File: src/sv/sfcc_pkg.sv
// Shared types, codes and the CRC-8 step for the sensor frame CRC checker.
`default_nettype none
package sfcc_pkg;

  // Command kinds carried on the input side band
  typedef enum logic [1:0] {
    CMD_BYTE      = 2'd0,
    CMD_BUS_FAIL  = 2'd1,
    CMD_MEAS_FAIL = 2'd2,
    CMD_REINIT_OK = 2'd3
  } cmd_t;

  // Result status codes carried on the output side band
  typedef enum logic [2:0] {
    ST_BYTE_TAKEN  = 3'd0,
    ST_NEW_SAMPLE  = 3'd1,
    ST_RETRY       = 3'd2,
    ST_MEAS_FAILED = 3'd3,
    ST_REINIT_ACK  = 3'd4
  } status_t;

  // Configuration register indexes
  typedef enum logic {
    REG_ERROR_LIMIT   = 1'b0,
    REG_READ_ATTEMPTS = 1'b1
  } reg_idx_t;

  // One classified word travelling from the front end to the back end
  typedef struct packed {
    cmd_t       command;
    logic [7:0] rx_byte;
  } item_t;

  localparam int unsigned QUEUE_DEPTH_DEF = 2;

  localparam logic [7:0]  CRC_POLY            = 8'h31;
  localparam logic [7:0]  CRC_INIT            = 8'hFF;
  localparam logic [15:0] ECO2_RESET          = 16'd400;
  localparam logic [3:0]  ERROR_LIMIT_RESET   = 4'd5;
  localparam logic [2:0]  READ_ATTEMPTS_RESET = 3'd3;
  localparam logic [3:0]  COUNT_MAX           = 4'd15;
  localparam logic [2:0]  POS_CRC_FIRST       = 3'd2;
  localparam logic [2:0]  POS_CRC_LAST        = 3'd5;

  localparam int unsigned CFG_DATA_W = 4;
  localparam int unsigned OUT_DATA_W = 40;

  // Advance the CRC-8 (MSB first, no reflection) by one byte
  function automatic logic [7:0] crc8_byte(input logic [7:0] crc, input logic [7:0] b);
    logic [7:0] c;
    c = crc ^ b;
    for (int k = 0; k < 8; k++) begin
      if (c[7]) begin
        c = {c[6:0], 1'b0} ^ CRC_POLY;
      end else begin
        c = {c[6:0], 1'b0};
      end
    end
    return c;
  endfunction

endpackage
`default_nettype wire

File: src/sv/sfcc_front.sv
// Front end: take input words, classify the command and register them.
`default_nettype none
module sfcc_front
  import sfcc_pkg::*;
(
  input  wire logic       clk,
  input  wire logic       rst,
  input  wire logic       s_tvalid,
  output logic            s_tready,
  input  wire logic [7:0] s_tdata,   // [7:0] rx_byte
  input  wire logic [1:0] s_tuser,   // [1:0] command
  output logic            q_valid,
  input  wire logic       q_ready,
  output item_t           q_item
);

  logic  valid;
  item_t item;

  // Accept whenever the stage is empty or draining this cycle
  assign s_tready = !valid || q_ready;
  assign q_valid  = valid;
  assign q_item   = item;

  // Hold the valid flag
  always_ff @(posedge clk) begin
    if (rst) begin
      valid <= 1'b0;
    end else if (s_tready) begin
      valid <= s_tvalid;
    end
  end

  // Classify and capture the word; the byte only matters for reply bytes
  always_ff @(posedge clk) begin
    if (s_tvalid && s_tready) begin
      item.command <= cmd_t'(s_tuser);
      item.rx_byte <= (cmd_t'(s_tuser) == CMD_BYTE) ? s_tdata : 8'h00;
    end
  end

endmodule
`default_nettype wire

File: src/sv/sfcc_queue.sv
// Short queue between the front end and the back end.
`default_nettype none
module sfcc_queue
  import sfcc_pkg::*;
#(
  parameter int unsigned DEPTH = QUEUE_DEPTH_DEF
) (
  input  wire logic  clk,
  input  wire logic  rst,
  input  wire logic  in_valid,
  output logic       in_ready,
  input  wire item_t in_item,
  output logic       out_valid,
  input  wire logic  out_ready,
  output item_t      out_item
);

  localparam int unsigned PTR_W = (DEPTH > 1) ? $clog2(DEPTH) : 1;
  localparam int unsigned CNT_W = $clog2(DEPTH + 1);
  localparam logic [PTR_W-1:0] PTR_LAST = PTR_W'(DEPTH - 1);
  localparam logic [CNT_W-1:0] CNT_FULL = CNT_W'(DEPTH);

  item_t            slots [DEPTH];
  logic [PTR_W-1:0] wr_ptr;
  logic [PTR_W-1:0] rd_ptr;
  logic [CNT_W-1:0] count;
  logic             push;
  logic             pop;

  assign in_ready  = (count != CNT_FULL);
  assign out_valid = (count != '0);
  assign out_item  = slots[rd_ptr];
  assign push      = in_valid && in_ready;
  assign pop       = out_valid && out_ready;

  // Store the incoming word
  always_ff @(posedge clk) begin
    if (push) begin
      slots[wr_ptr] <= in_item;
    end
  end

  // Advance pointers and the fill count
  always_ff @(posedge clk) begin
    if (rst) begin
      wr_ptr <= '0;
      rd_ptr <= '0;
      count  <= '0;
    end else begin
      if (push) begin
        wr_ptr <= (wr_ptr == PTR_LAST) ? '0 : wr_ptr + PTR_W'(1);
      end
      if (pop) begin
        rd_ptr <= (rd_ptr == PTR_LAST) ? '0 : rd_ptr + PTR_W'(1);
      end
      if (push && !pop) begin
        count <= count + CNT_W'(1);
      end else if (pop && !push) begin
        count <= count - CNT_W'(1);
      end
    end
  end

endmodule
`default_nettype wire

File: src/sv/sfcc_back.sv
// Back end: frame tracking, CRC check, retry and error counting, result register.
`default_nettype none
module sfcc_back
  import sfcc_pkg::*;
(
  input  wire logic                  clk,
  input  wire logic                  rst,
  input  wire logic                  cfg_we,
  input  wire reg_idx_t              cfg_index,
  input  wire logic [CFG_DATA_W-1:0] cfg_data,
  input  wire logic                  q_valid,
  output logic                       q_ready,
  input  wire item_t                 q_item,
  output logic                       m_tvalid,
  input  wire logic                  m_tready,
  output logic [OUT_DATA_W-1:0]      m_tdata,
  output logic [2:0]                 m_tuser
);

  // Configuration
  logic [3:0] error_limit;
  logic [2:0] read_attempts;

  // Frame and measurement state
  logic [2:0]  byte_position,      byte_position_next;
  logic [7:0]  crc_accumulator,    crc_accumulator_next;
  logic [15:0] first_word_buffer,  first_word_buffer_next;
  logic [15:0] second_word_buffer, second_word_buffer_next;
  logic        frame_bad,          frame_bad_next;
  logic [2:0]  attempts_used,      attempts_used_next;
  logic [3:0]  consecutive_errors, consecutive_errors_next;
  logic [15:0] held_eco2,          held_eco2_next;
  logic [15:0] held_tvoc,          held_tvoc_next;
  logic        has_sample,         has_sample_next;
  status_t     status_next;

  // Result register
  logic                  out_valid;
  logic [OUT_DATA_W-1:0] out_data;
  status_t               out_status;

  logic       take;
  logic [2:0] attempt_inc;
  logic       attempt_over;
  logic [3:0] errors_bumped;

  assign q_ready  = !out_valid || m_tready;
  assign take     = q_valid && q_ready;
  assign m_tvalid = out_valid;
  assign m_tdata  = out_data;
  assign m_tuser  = out_status;

  assign attempt_inc   = attempts_used + 3'd1;
  assign attempt_over  = (attempt_inc >= read_attempts);
  assign errors_bumped = (consecutive_errors == COUNT_MAX) ? consecutive_errors
                                                           : consecutive_errors + 4'd1;

  // Work out the state after this word
  always_comb begin
    byte_position_next      = byte_position;
    crc_accumulator_next    = crc_accumulator;
    first_word_buffer_next  = first_word_buffer;
    second_word_buffer_next = second_word_buffer;
    frame_bad_next          = frame_bad;
    attempts_used_next      = attempts_used;
    consecutive_errors_next = consecutive_errors;
    held_eco2_next          = held_eco2;
    held_tvoc_next          = held_tvoc;
    has_sample_next         = has_sample;
    status_next             = ST_BYTE_TAKEN;
    unique case (q_item.command)
      CMD_BYTE: begin
        if (byte_position == POS_CRC_FIRST || byte_position == POS_CRC_LAST) begin
          // Check byte closes a word
          if (crc_accumulator != q_item.rx_byte) begin
            frame_bad_next = 1'b1;
          end
          crc_accumulator_next = CRC_INIT;
        end else begin
          crc_accumulator_next = crc8_byte(crc_accumulator, q_item.rx_byte);
          case (byte_position)
            3'd0:    first_word_buffer_next[15:8]  = q_item.rx_byte;
            3'd1:    first_word_buffer_next[7:0]   = q_item.rx_byte;
            3'd3:    second_word_buffer_next[15:8] = q_item.rx_byte;
            default: second_word_buffer_next[7:0]  = q_item.rx_byte;
          endcase
        end
        if (byte_position >= POS_CRC_LAST) begin
          // End of frame: latch the sample or count a failed attempt
          if (!frame_bad_next) begin
            held_eco2_next          = first_word_buffer;
            held_tvoc_next          = second_word_buffer;
            has_sample_next         = 1'b1;
            consecutive_errors_next = 4'd0;
            attempts_used_next      = 3'd0;
            status_next             = ST_NEW_SAMPLE;
          end else if (attempt_over) begin
            attempts_used_next      = 3'd0;
            consecutive_errors_next = errors_bumped;
            status_next             = ST_MEAS_FAILED;
          end else begin
            attempts_used_next = attempt_inc;
            status_next        = ST_RETRY;
          end
          byte_position_next   = 3'd0;
          crc_accumulator_next = CRC_INIT;
          frame_bad_next       = 1'b0;
        end else begin
          byte_position_next = byte_position + 3'd1;
        end
      end
      CMD_BUS_FAIL: begin
        // Drop the partial frame, count one failed attempt
        byte_position_next   = 3'd0;
        crc_accumulator_next = CRC_INIT;
        frame_bad_next       = 1'b0;
        if (attempt_over) begin
          attempts_used_next      = 3'd0;
          consecutive_errors_next = errors_bumped;
          status_next             = ST_MEAS_FAILED;
        end else begin
          attempts_used_next = attempt_inc;
          status_next        = ST_RETRY;
        end
      end
      CMD_MEAS_FAIL: begin
        // Fail the measurement at once
        byte_position_next      = 3'd0;
        crc_accumulator_next    = CRC_INIT;
        frame_bad_next          = 1'b0;
        attempts_used_next      = 3'd0;
        consecutive_errors_next = errors_bumped;
        status_next             = ST_MEAS_FAILED;
      end
      CMD_REINIT_OK: begin
        // Clear the frame, the attempt count and the error count; keep the held sample
        byte_position_next      = 3'd0;
        crc_accumulator_next    = CRC_INIT;
        frame_bad_next          = 1'b0;
        attempts_used_next      = 3'd0;
        consecutive_errors_next = 4'd0;
        status_next             = ST_REINIT_ACK;
      end
      default: begin
        status_next = ST_BYTE_TAKEN;
      end
    endcase
  end

  // Write configuration registers
  always_ff @(posedge clk) begin
    if (rst) begin
      error_limit   <= ERROR_LIMIT_RESET;
      read_attempts <= READ_ATTEMPTS_RESET;
    end else if (cfg_we) begin
      unique case (cfg_index)
        REG_ERROR_LIMIT:   error_limit   <= cfg_data[3:0];
        REG_READ_ATTEMPTS: read_attempts <= cfg_data[2:0];
        default:           error_limit   <= error_limit;
      endcase
    end
  end

  // Advance state on each word taken from the queue
  always_ff @(posedge clk) begin
    if (rst) begin
      byte_position      <= 3'd0;
      crc_accumulator    <= CRC_INIT;
      first_word_buffer  <= 16'd0;
      second_word_buffer <= 16'd0;
      frame_bad          <= 1'b0;
      attempts_used      <= 3'd0;
      consecutive_errors <= 4'd0;
      held_eco2          <= ECO2_RESET;
      held_tvoc          <= 16'd0;
      has_sample         <= 1'b0;
    end else if (take) begin
      byte_position      <= byte_position_next;
      crc_accumulator    <= crc_accumulator_next;
      first_word_buffer  <= first_word_buffer_next;
      second_word_buffer <= second_word_buffer_next;
      frame_bad          <= frame_bad_next;
      attempts_used      <= attempts_used_next;
      consecutive_errors <= consecutive_errors_next;
      held_eco2          <= held_eco2_next;
      held_tvoc          <= held_tvoc_next;
      has_sample         <= has_sample_next;
    end
  end

  // Hold the result valid until the receiver takes it
  always_ff @(posedge clk) begin
    if (rst) begin
      out_valid <= 1'b0;
    end else if (q_ready) begin
      out_valid <= q_valid;
    end
  end

  // Load the result word
  always_ff @(posedge clk) begin
    if (take) begin
      out_status <= status_next;
      out_data   <= {2'b00,
                     consecutive_errors_next,
                     has_sample_next,
                     held_tvoc_next,
                     held_eco2_next,
                     (consecutive_errors_next >= error_limit)};
    end
  end

endmodule
`default_nettype wire

File: src/sv/sensor_frame_crc_checker_core.sv
// Sensor frame CRC checker: top level joining front end, queue and back end.
//
// Usage: each input word carries a command on s_tuser and, for reply bytes,
// the received byte on s_tdata. Six reply bytes form a frame of two words,
// each two data bytes followed by a CRC-8 (poly 0x31, init 0xFF). Every input
// word produces exactly one result word: status on m_tuser, and on m_tdata the
// reinit request, both sample values, the sample-valid flag and the error count.
// An accepted word passes through the front-end register and the queue; its
// result is loaded into the result register that drives m_tvalid. Throughput
// is one word per cycle while the receiver keeps m_tready high; the CRC and
// state update in the back end is combinational. The user must write the
// error limit and the attempt limit through the cfg port only while the block
// is idle; the block does not enforce this. Reset (rst, synchronous) empties
// all stages, clears the frame and counters, loads the default limits and
// sets the held sample to 400 and 0. If the receiver stalls, the result register
// holds, the queue fills, then the front end drops s_tready; nothing is lost.
`default_nettype none
module sensor_frame_crc_checker_core
  import sfcc_pkg::*;
#(
  parameter int unsigned QUEUE_DEPTH = QUEUE_DEPTH_DEF
) (
  input  wire logic                  clk,
  input  wire logic                  rst,
  input  wire logic                  cfg_we,
  input  wire logic                  cfg_index,
  input  wire logic [CFG_DATA_W-1:0] cfg_data,
  input  wire logic                  s_tvalid,
  output logic                       s_tready,
  input  wire logic [7:0]            s_tdata,  // [7:0] rx_byte
  input  wire logic [1:0]            s_tuser,  // [1:0] command
  output logic                       m_tvalid,
  input  wire logic                  m_tready,
  // [0] reinit_request, [16:1] eco2_value, [32:17] tvoc_value,
  // [33] sample_valid, [37:34] error_count, [39:38] zero
  output logic [OUT_DATA_W-1:0]      m_tdata,
  output logic [2:0]                 m_tuser   // [2:0] status
);

  logic  f_valid;
  logic  f_ready;
  item_t f_item;
  logic  b_valid;
  logic  b_ready;
  item_t b_item;

  sfcc_front u_front (
    .clk      (clk),
    .rst      (rst),
    .s_tvalid (s_tvalid),
    .s_tready (s_tready),
    .s_tdata  (s_tdata),
    .s_tuser  (s_tuser),
    .q_valid  (f_valid),
    .q_ready  (f_ready),
    .q_item   (f_item)
  );

  sfcc_queue #(
    .DEPTH (QUEUE_DEPTH)
  ) u_queue (
    .clk       (clk),
    .rst       (rst),
    .in_valid  (f_valid),
    .in_ready  (f_ready),
    .in_item   (f_item),
    .out_valid (b_valid),
    .out_ready (b_ready),
    .out_item  (b_item)
  );

  sfcc_back u_back (
    .clk       (clk),
    .rst       (rst),
    .cfg_we    (cfg_we),
    .cfg_index (reg_idx_t'(cfg_index)),
    .cfg_data  (cfg_data),
    .q_valid   (b_valid),
    .q_ready   (b_ready),
    .q_item    (b_item),
    .m_tvalid  (m_tvalid),
    .m_tready  (m_tready),
    .m_tdata   (m_tdata),
    .m_tuser   (m_tuser)
  );

endmodule
`default_nettype wire

File: config.mk
export PLATFORM = sky130hd
export DESIGN_NAME = sensor_frame_crc_checker_core
export DESIGN_NICKNAME = d
export VERILOG_FILES = /design/src/sv/sfcc_pkg.sv /design/src/sv/sfcc_front.sv /design/src/sv/sfcc_queue.sv /design/src/sv/sfcc_back.sv /design/src/sv/sensor_frame_crc_checker_core.sv
export SDC_FILE = /design/constraint.sdc
export NUM_CORES = 1
export LEC_CHECK = 0
export BUFFER_PORTS_ARGS = -buffer_cell sky130_fd_sc_hd__buf_4
export CORE_ASPECT_RATIO = 0.8
export CORE_UTILIZATION = 55
export CTS_BUF_LIST = sky130_fd_sc_hd__clkbuf_8
export DETAILED_ROUTE_END_ITERATION = 10
export PLACE_DENSITY = 0.71
export RECOVER_POWER = 25
export SLEW_MARGIN = 20
export SYNTH_ARGS = -nofsm -noshare
export SYNTH_HDL_FRONTEND = slang
export SYNTH_SLANG_ARGS = --single-unit
File: constraint.sdc
create_clock -name clk -period 4.95 [get_ports clk]
set_clock_uncertainty 0.2 [all_clocks]
set_input_delay 0.7425 -clock clk [delete_from_list [all_inputs] [get_ports clk]]
set_output_delay 0.7425 -clock clk [all_outputs]
set_load 0.02 [all_outputs]
==> flow_summary.toml, run 1 <==
[logic_synthesis]
synth_top_area_share = 0.293
ys_warn_count = 0
synth.ff_latch_count = 169
synth-edff-count = 71
syn_inst = 620
syn-cell-area_sq_um = 7290
synth_cell_type_count = 55
seq_area_frac_synth = 0.562
syn_avg_cell_area_sq_um = 11.8
synth.area.top_cells = "edfxtp_1, dfxtp_1, mux2_2"
synth_top_flop_cell = "dfxtp_1"
synthArstFlopShare = 0
synth_largest_area_cell = "edfxtp_1"

[sta]
finalHoldViolations = 0
slew_headroom = -0.309
final.min_clock_period_ns = 4.01
fmax_mhz = 249
report.final.slew_viol_count = 95
rsz0062_at_grt = "no"
timing.final.crit_share = 0.811
tns_ns = 0
setup_slack_ns = 0.936
finalSetupViolations = 0
tightest_slew_ns = 1.96

[clock_tree]
cts_made_buffers = 17
clockBufferDepth = 2
ctsHtreeMaxLevel = 4
post_cts_buffers = 0
hold_buffers = 0
cts_num_sinks = 169
cts_tree = "done"
clk_pin_slew_ns = 0.09
cts_root_buf = "clkbuf_8"
clk_latency_ns = 0.45
cts_resized = 0

[global_route]
antenna_found_initial = 0
grt_pass1_wl_mm = 22.5
globalRouteTotalUtil = 0.218
grt_max_degree = 95
grt_pass1_vias = 4482
grt_overflow_total = 0

[placed_design]
placed_area_sq_um = 7860
pre_cts_slack_ns = 0.785
dp_hpwl_mm = 9.05
portBuffers = 62
place_congestion = 0.872
dp.cells = 835

[cells_and_area]
drive_gt1_frac = 0.208
antenna_cells = 0
layout.nets = 719
syn2layout_area_growth_pct = 12.7
fillCellCount = 1058
final_cells = 867
fin_area_sq_um = 8210

[min_path]
min_from = "u_front.q_item[8]$_DFFE_PP_"
hp-class = "flip-flop to flip-flop"

[detailed_routing]
route.detailed.drc = 0
wl_per_cell_um = 15.7
num_vias = 4682
routed_via_density = 5.40
dr.pass1.iters = 5
wirelength_mm = 13.6
drt-initial-drc-count = 278
drtAntennaViolNets = 0

[outcome]
violations = "capacitance limit, slew limit"
status = "complete, but fails checks"

[power_and_ir_drop]
cell_internal_pwr_w = 0.00265
power.leakage_nw = 2.98
p_per_area_nw_per_um2 = 489
power_w = 0.00401
p_sw_frac = 0.341
peakVddDrop_mv = 0.287
seq_power_share = 0.457
p_clk_frac = 0.236
p_sw_w = 0.00137
comb_power_share = 0.307

[setup_path]
cp.required_ns = 4.95
cp_slowest_cell = "dfxtp_1"
arrival_ns = 4.02
cp-start-kind = "flip-flop"
cp_max_fo = 12
path_cells = "buf_4 -> mux2i_1 -> ha_1 -> inv_1 -> o31ai_1 -> a21oi_1 -> ha_1 -> nand2b_1 -> a21oi_1 -> nor2b_1 -> o21ai_0 -> nand2b_1"
worstPathBufferInverterCount = 2
slowest_delay_ns = 0.88
path_delay_family = "flip-flops"
critical_path_class = "flip-flop to flip-flop"
cp-end-kind = "flip-flop"

[floorplan]
die_area_sq_um = 13700
io_pins = 65
coreArea_sq_um = 12900
start_util = 0.566
die_h_um = 105
core.rowCount = 37
die_w_um = 131

[job]
cap_violations = 1
[state kept, by name, indices dropped and copies added (netlist names), 8 cells and up, named ones only]
register	cells
u_back.m_tdata	38
u_queue.slots	20
u_back.first_word_buffer	16
u_back.held_eco2	16
u_back.held_tvoc	16
u_back.second_word_buffer	16
u_front.q_item	10
u_back.crc_accumulator	8
[power by group through the flow]
stage / logic (W) / registers (W) / clock network [W]
6_report: 0.00123 / 0.00183 / 0.000947
4_1_cts: 0.00126 / 0.00184 / 0.000966
2_1_floorplan: 0.000751 / 0.00197 / 0
3_5_place_dp: 0.00125 / 0.00186 / 0
5_1_grt: 0.00135 / 0.00186 / 0.00103
3_3_place_gp: 0.00125 / 0.00186 / 0
[cell type report]
| type | count | area [sq um] | area share |
|---|---|---|---|
| tap | 175 | 219 | 0.0267 |
| inverter | 19 | 71.3 | 0.00869 |
| clock inverter | 13 | 125 | 0.0152 |
| clock buffer | 19 | 262 | 0.0319 |
| timing repair buffer | 70 | 485 | 0.0591 |
| multi-input combinational | 402 | 2950 | 0.360 |
| sequential | 169 | 4090 | 0.499 |
[per-stage QoR]
step                       util  hold WS [ns]
after floorplan               -         0.221
after global placement    0.611         0.227
after detailed placement  0.611         0.234
after CTS                 0.641         0.246
after global routing      0.638         0.261
final                     0.638         0.250
[synth_stat cells, types with 2 or more instances]
cell type	number
a211o_1	7
a211oi_1	34
a21o_1	2
a21oi_1	29
a221oi_1	2
and2_1	9
and3_1	4
buf_2	2
buf_4	2
buf_6	7
clkbuf_1	19
dfxtp_1	98
edfxtp_1	71
ha_1	20
inv_1	19
mux2_2	35
mux2i_1	33
mux2i_2	2
mux2i_4	6
nand2_1	22
nand2b_1	9
nand3_1	4
nor2_1	96
nor2b_1	10
nor3_1	2
nor3b_1	2
nor4_4	3
nor4b_2	2
o21ai_0	13
o21bai_1	2
o22ai_1	3
or3_1	3
xnor2_1	14
xnor2_2	2
xor2_1	12
[placed cells by master, fill, tap and decap left out, drive strengths merged, types with 3 or more instances in the layout]
cell type and instances:
dfxtp 98, nor2 96, edfxtp 71, buf 58, mux2i 41, mux2 35, a211oi 34, clkbuf 31
a21oi 30, inv 23, nand2 22, ha 20, xnor2 16, o21ai 14, xor2 12, nor2b 10
nand2b 9, and2 9, a211o 7, clkinv 6, nand3 4, and3 4, nor4 4, o22ai 3
or3 3
[path summary, 6_finish.rpt]
| path | end | slack, ns | depth (start not counted) |
|---|---|---|---|
| hold reg to reg | u_queue.slots[0][8]$_DFFE_PP_ | 0.25 | 0 |
| hold / removal | u_queue.slots[0][8]$_DFFE_PP_ | 0.25 | 0 |
| setup reg to reg | u_back.m_tdata[0]$_DFFE_PP_ | 0.94 | 12 |
| setup / recovery | u_back.m_tdata[0]$_DFFE_PP_ | 0.94 | 12 |
[layer usage]
metal	vias up	GRT usage	wire length (um)
met1	2244	0.308	6650
met2	108	0.327	6180
met5	-	0	0
met4	0	0.0575	110
met3	12	0.0614	700
li1	2318	-	-
[kinds of logic (layout without fill, tap and decap cells)]
| group | count (synthesis) | count (layout) | synth area share |
|---|---|---|---|
| other | 1 | 2 | 0.000515 |
| flip-flops | 169 | 169 | 0.562 |
| AO/OA/AOI/OAI | 105 | 105 | 0.0965 |
| multiplexers | 76 | 76 | 0.122 |
| buffers and inverters | 50 | 121 | 0.0343 |
| adder cells (fa/ha/maj) | 20 | 20 | 0.0343 |
| AND/OR/NAND/NOR | 171 | 171 | 0.115 |
| XOR/XNOR | 28 | 28 | 0.0357 |
Note: power is estimated with default switching activity, not from simulation.
==> inputs of run 2 (changes only) <==
- ABC_AREA: unset -> 1
- PLACE_DENSITY: 0.71 -> 0.7
- clock period: 4.95 -> 3.7 ns (I/O delays scaled with it)
==> flow_summary.toml, run 2 <==
[setup_path]
cp-endpoint = "u_back.m_tdata[0]$_DFFE_PP_"
r2r_end = "u_back.m_tdata[0]$_DFFE_PP_"
cp.required_ns = 3.70
cp-end-kind = "flip-flop"
crit_top_cell = "nand2_1"
path_cells = "ha_1 -> xnor2_1 -> inv_1 -> ha_1 -> nand2_1 -> o211ai_1 -> o21ai_0 -> nand2_1 -> nand2_1 -> a21oi_1 -> nand2_1 -> inv_1 -> ha_1 -> nor2_1 -> o211ai_1 -> nand3_1"
critical_path_class = "flip-flop to flip-flop"
cp_max_fo = 11
arrival_ns = 3.35
r2r_slack_ns = 0.34
cp_slowest_cell = "o211ai_1"
r2r_start = "u_back.attempts_used[0]$_SDFFE_PP0P_"
cp-startpoint = "u_back.attempts_used[0]$_SDFFE_PP0P_"
cp-start-kind = "flip-flop"
worstRegToRegCells = 16
slowest_delay_ns = 0.61

[detailed_routing]
wl_per_cell_um = 12.8
routed_via_density = 5.08
drtAntennaViolNets = 0
num_vias = 6025
dr.pass1.iters = 5
route.detailed.drc = 0
drt-initial-drc-count = 382
wirelength_mm = 15.2

[sta]
slew_headroom = 0.377
report.final.slew_viol_count = 0
timing.final.crit_share = 0.907
finalHoldViolations = 0
final.min_clock_period_ns = 3.36
tightest_slew_ns = 0.932
fmax_mhz = 298
finalSetupViolations = 0
rsz0062_at_grt = "no"
tns_ns = 0

[clock_tree]
clk_pin_slew_ns = 0.09
cts_tree = "done"
cts_made_buffers = 17
clk_latency_ns = 0.44
post_cts_buffers = 0
cts_root_buf = "clkbuf_8"
clockBufferDepth = 2
cts_resized = 0
cts_num_sinks = 169
ctsHtreeMaxLevel = 4
hold_buffers = 0

[logic_synthesis]
synth_common_cells = "nand2_1, inv_1, dfxtp_1"
synth-edff-count = 71
synth_largest_area_cell = "edfxtp_1"
syn_avg_cell_area_sq_um = 8.45
synth.area.top_cells = "edfxtp_1, dfxtp_1, nand2_1"
synth_top_area_share = 0.267
synth.ff_latch_count = 169
syn-cell-area_sq_um = 7990
seq_area_frac_synth = 0.513
synth_cell_type_count = 34
synthArstFlopShare = 0
synth_top_flop_cell = "dfxtp_1"
syn_inst = 945
yosysMostFrequentCell = "nand2_1"
ys_warn_count = 0

[cells_and_area]
fin_area_sq_um = 8810
final_cells = 1186
final_cell_mix = "nand2_1, inv_1, dfxtp_1"
largest_reg_flops = 38
drive_gt1_frac = 0.153
layout.nets = 1033
antenna_cells = 0
syn2layout_area_growth_pct = 10.3
layout_commonest_cell = "nand2_1"

[floorplan]
start_util = 0.575
die_area_sq_um = 15000
die_h_um = 110
core.rowCount = 38
io_pins = 65
die_w_um = 137
coreArea_sq_um = 13900

[power_and_ir_drop]
peakVddDrop_mv = 0.394
p_per_area_nw_per_um2 = 831
power.leakage_nw = 4.27
power_w = 0.00732

[min_path]
hp-class = "input pin to flip-flop"
min_from = "s_tuser[0]"

[global_route]
grt_pass1_wl_mm = 25.5
grt_max_degree = 71
antenna_found_initial = 0
grt_overflow_total = 0
globalRouteTotalUtil = 0.219
grt_pass1_vias = 5395

[placed_design]
place_congestion = 0.861
placed_area_sq_um = 8530
portBuffers = 62
dp_hpwl_mm = 10.4
dp.cells = 1154

[job]
cap_violations = 0

[outcome]
status = "finished, final reports clean"
run 2: cell types whose count changed after synthesis, moves of 16 or more:
cell      change
nand2_1     +156
inv_1       +112
nand3_1      +66
o21ai_0      +46
nand2_2      +43
mux2_2       -35
mux2i_1      -33
a211oi_1     -28
a21oi_1      +23
nand4_2      +16
run 2: logic make-up after synthesis:
logic type                 after synthesis  synth area share
xor gates and xnor gates                 9           0.00987
buffers and inverters                  177            0.0929
and+or+nand+nor                        433             0.258
other                                    1          0.000469
AOI/OAI and AO/OA                      136            0.0949
DFF                                    169             0.513
adders and majority gates               20            0.0313
run 2: through the flow:
| stage | util | hold WS, ns | worst slack, ns |
|---|---|---|---|
| CTS | 0.641 | 0.0670 | 0.378 |
| detailed placement | 0.615 | 0.232 | 0.357 |
| finish | 0.635 | 0.110 | 0.344 |
| global route | 0.635 | 0.0812 | 0.0742 |
| floorplan | - | 0.221 | 0.652 |
| global placement | 0.615 | 0.223 | 0.444 |
run 2: critical path: cells and delay by family (launching register included):
kind / cells / cell delay (ns)
AOI/OAI and AO/OA: 4 / 1.14
xor gates and xnor gates: 1 / 0.12
adders and majority gates: 3 / 0.66
buffers and inverters: 2 / 0.15
DFF: 1 / 0.34
and+or+nand+nor: 6 / 0.49
run 2: worst min-delay path by stage:
stage	to	slack, ns	depth (start not counted)
floorplan	u_queue.slots[0][0]$_DFFE_PP_	0.22	0
global placement	u_queue.slots[1][2]$_DFFE_PP_	0.22	0
detailed placement	u_queue.slots[0][1]$_DFFE_PP_	0.23	0
CTS	u_front.q_item[9]$_DFFE_PP_	0.07	1
global route	u_front.q_item[8]$_DFFE_PP_	0.08	1
finish	u_front.q_item[8]$_DFFE_PP_	0.11	1
run 2: cell type report:
| type | count | area [sq um] |
|---|---|---|
| Fill cell | 1249 | 5070 |
| Multi-Input combinational cell | 600 | 3150 |
| Timing Repair Buffer | 72 | 482 |
| Inverter | 133 | 499 |
| Sequential cell | 169 | 4090 |
| Clock buffer | 18 | 248 |
| Clock inverter | 14 | 114 |
| Tap cell | 180 | 225 |
run 2: power by group:
part | switching [W] | internal (W) | total (W)
combinational | 0.00213 | 0.00107 | 0.00320
sequential | 0.000268 | 0.00265 | 0.00292
clock | 0.000663 | 0.000542 | 0.00120
run 2: per-layer routing:
layer,vias to the layer above,routed length [um],GRT usage
met3,18,619,0.0438
met1,2733,7920,0.313
met5,-,0,0
li1,3160,-,-
met2,114,6400,0.328
met4,0,267,0.0778
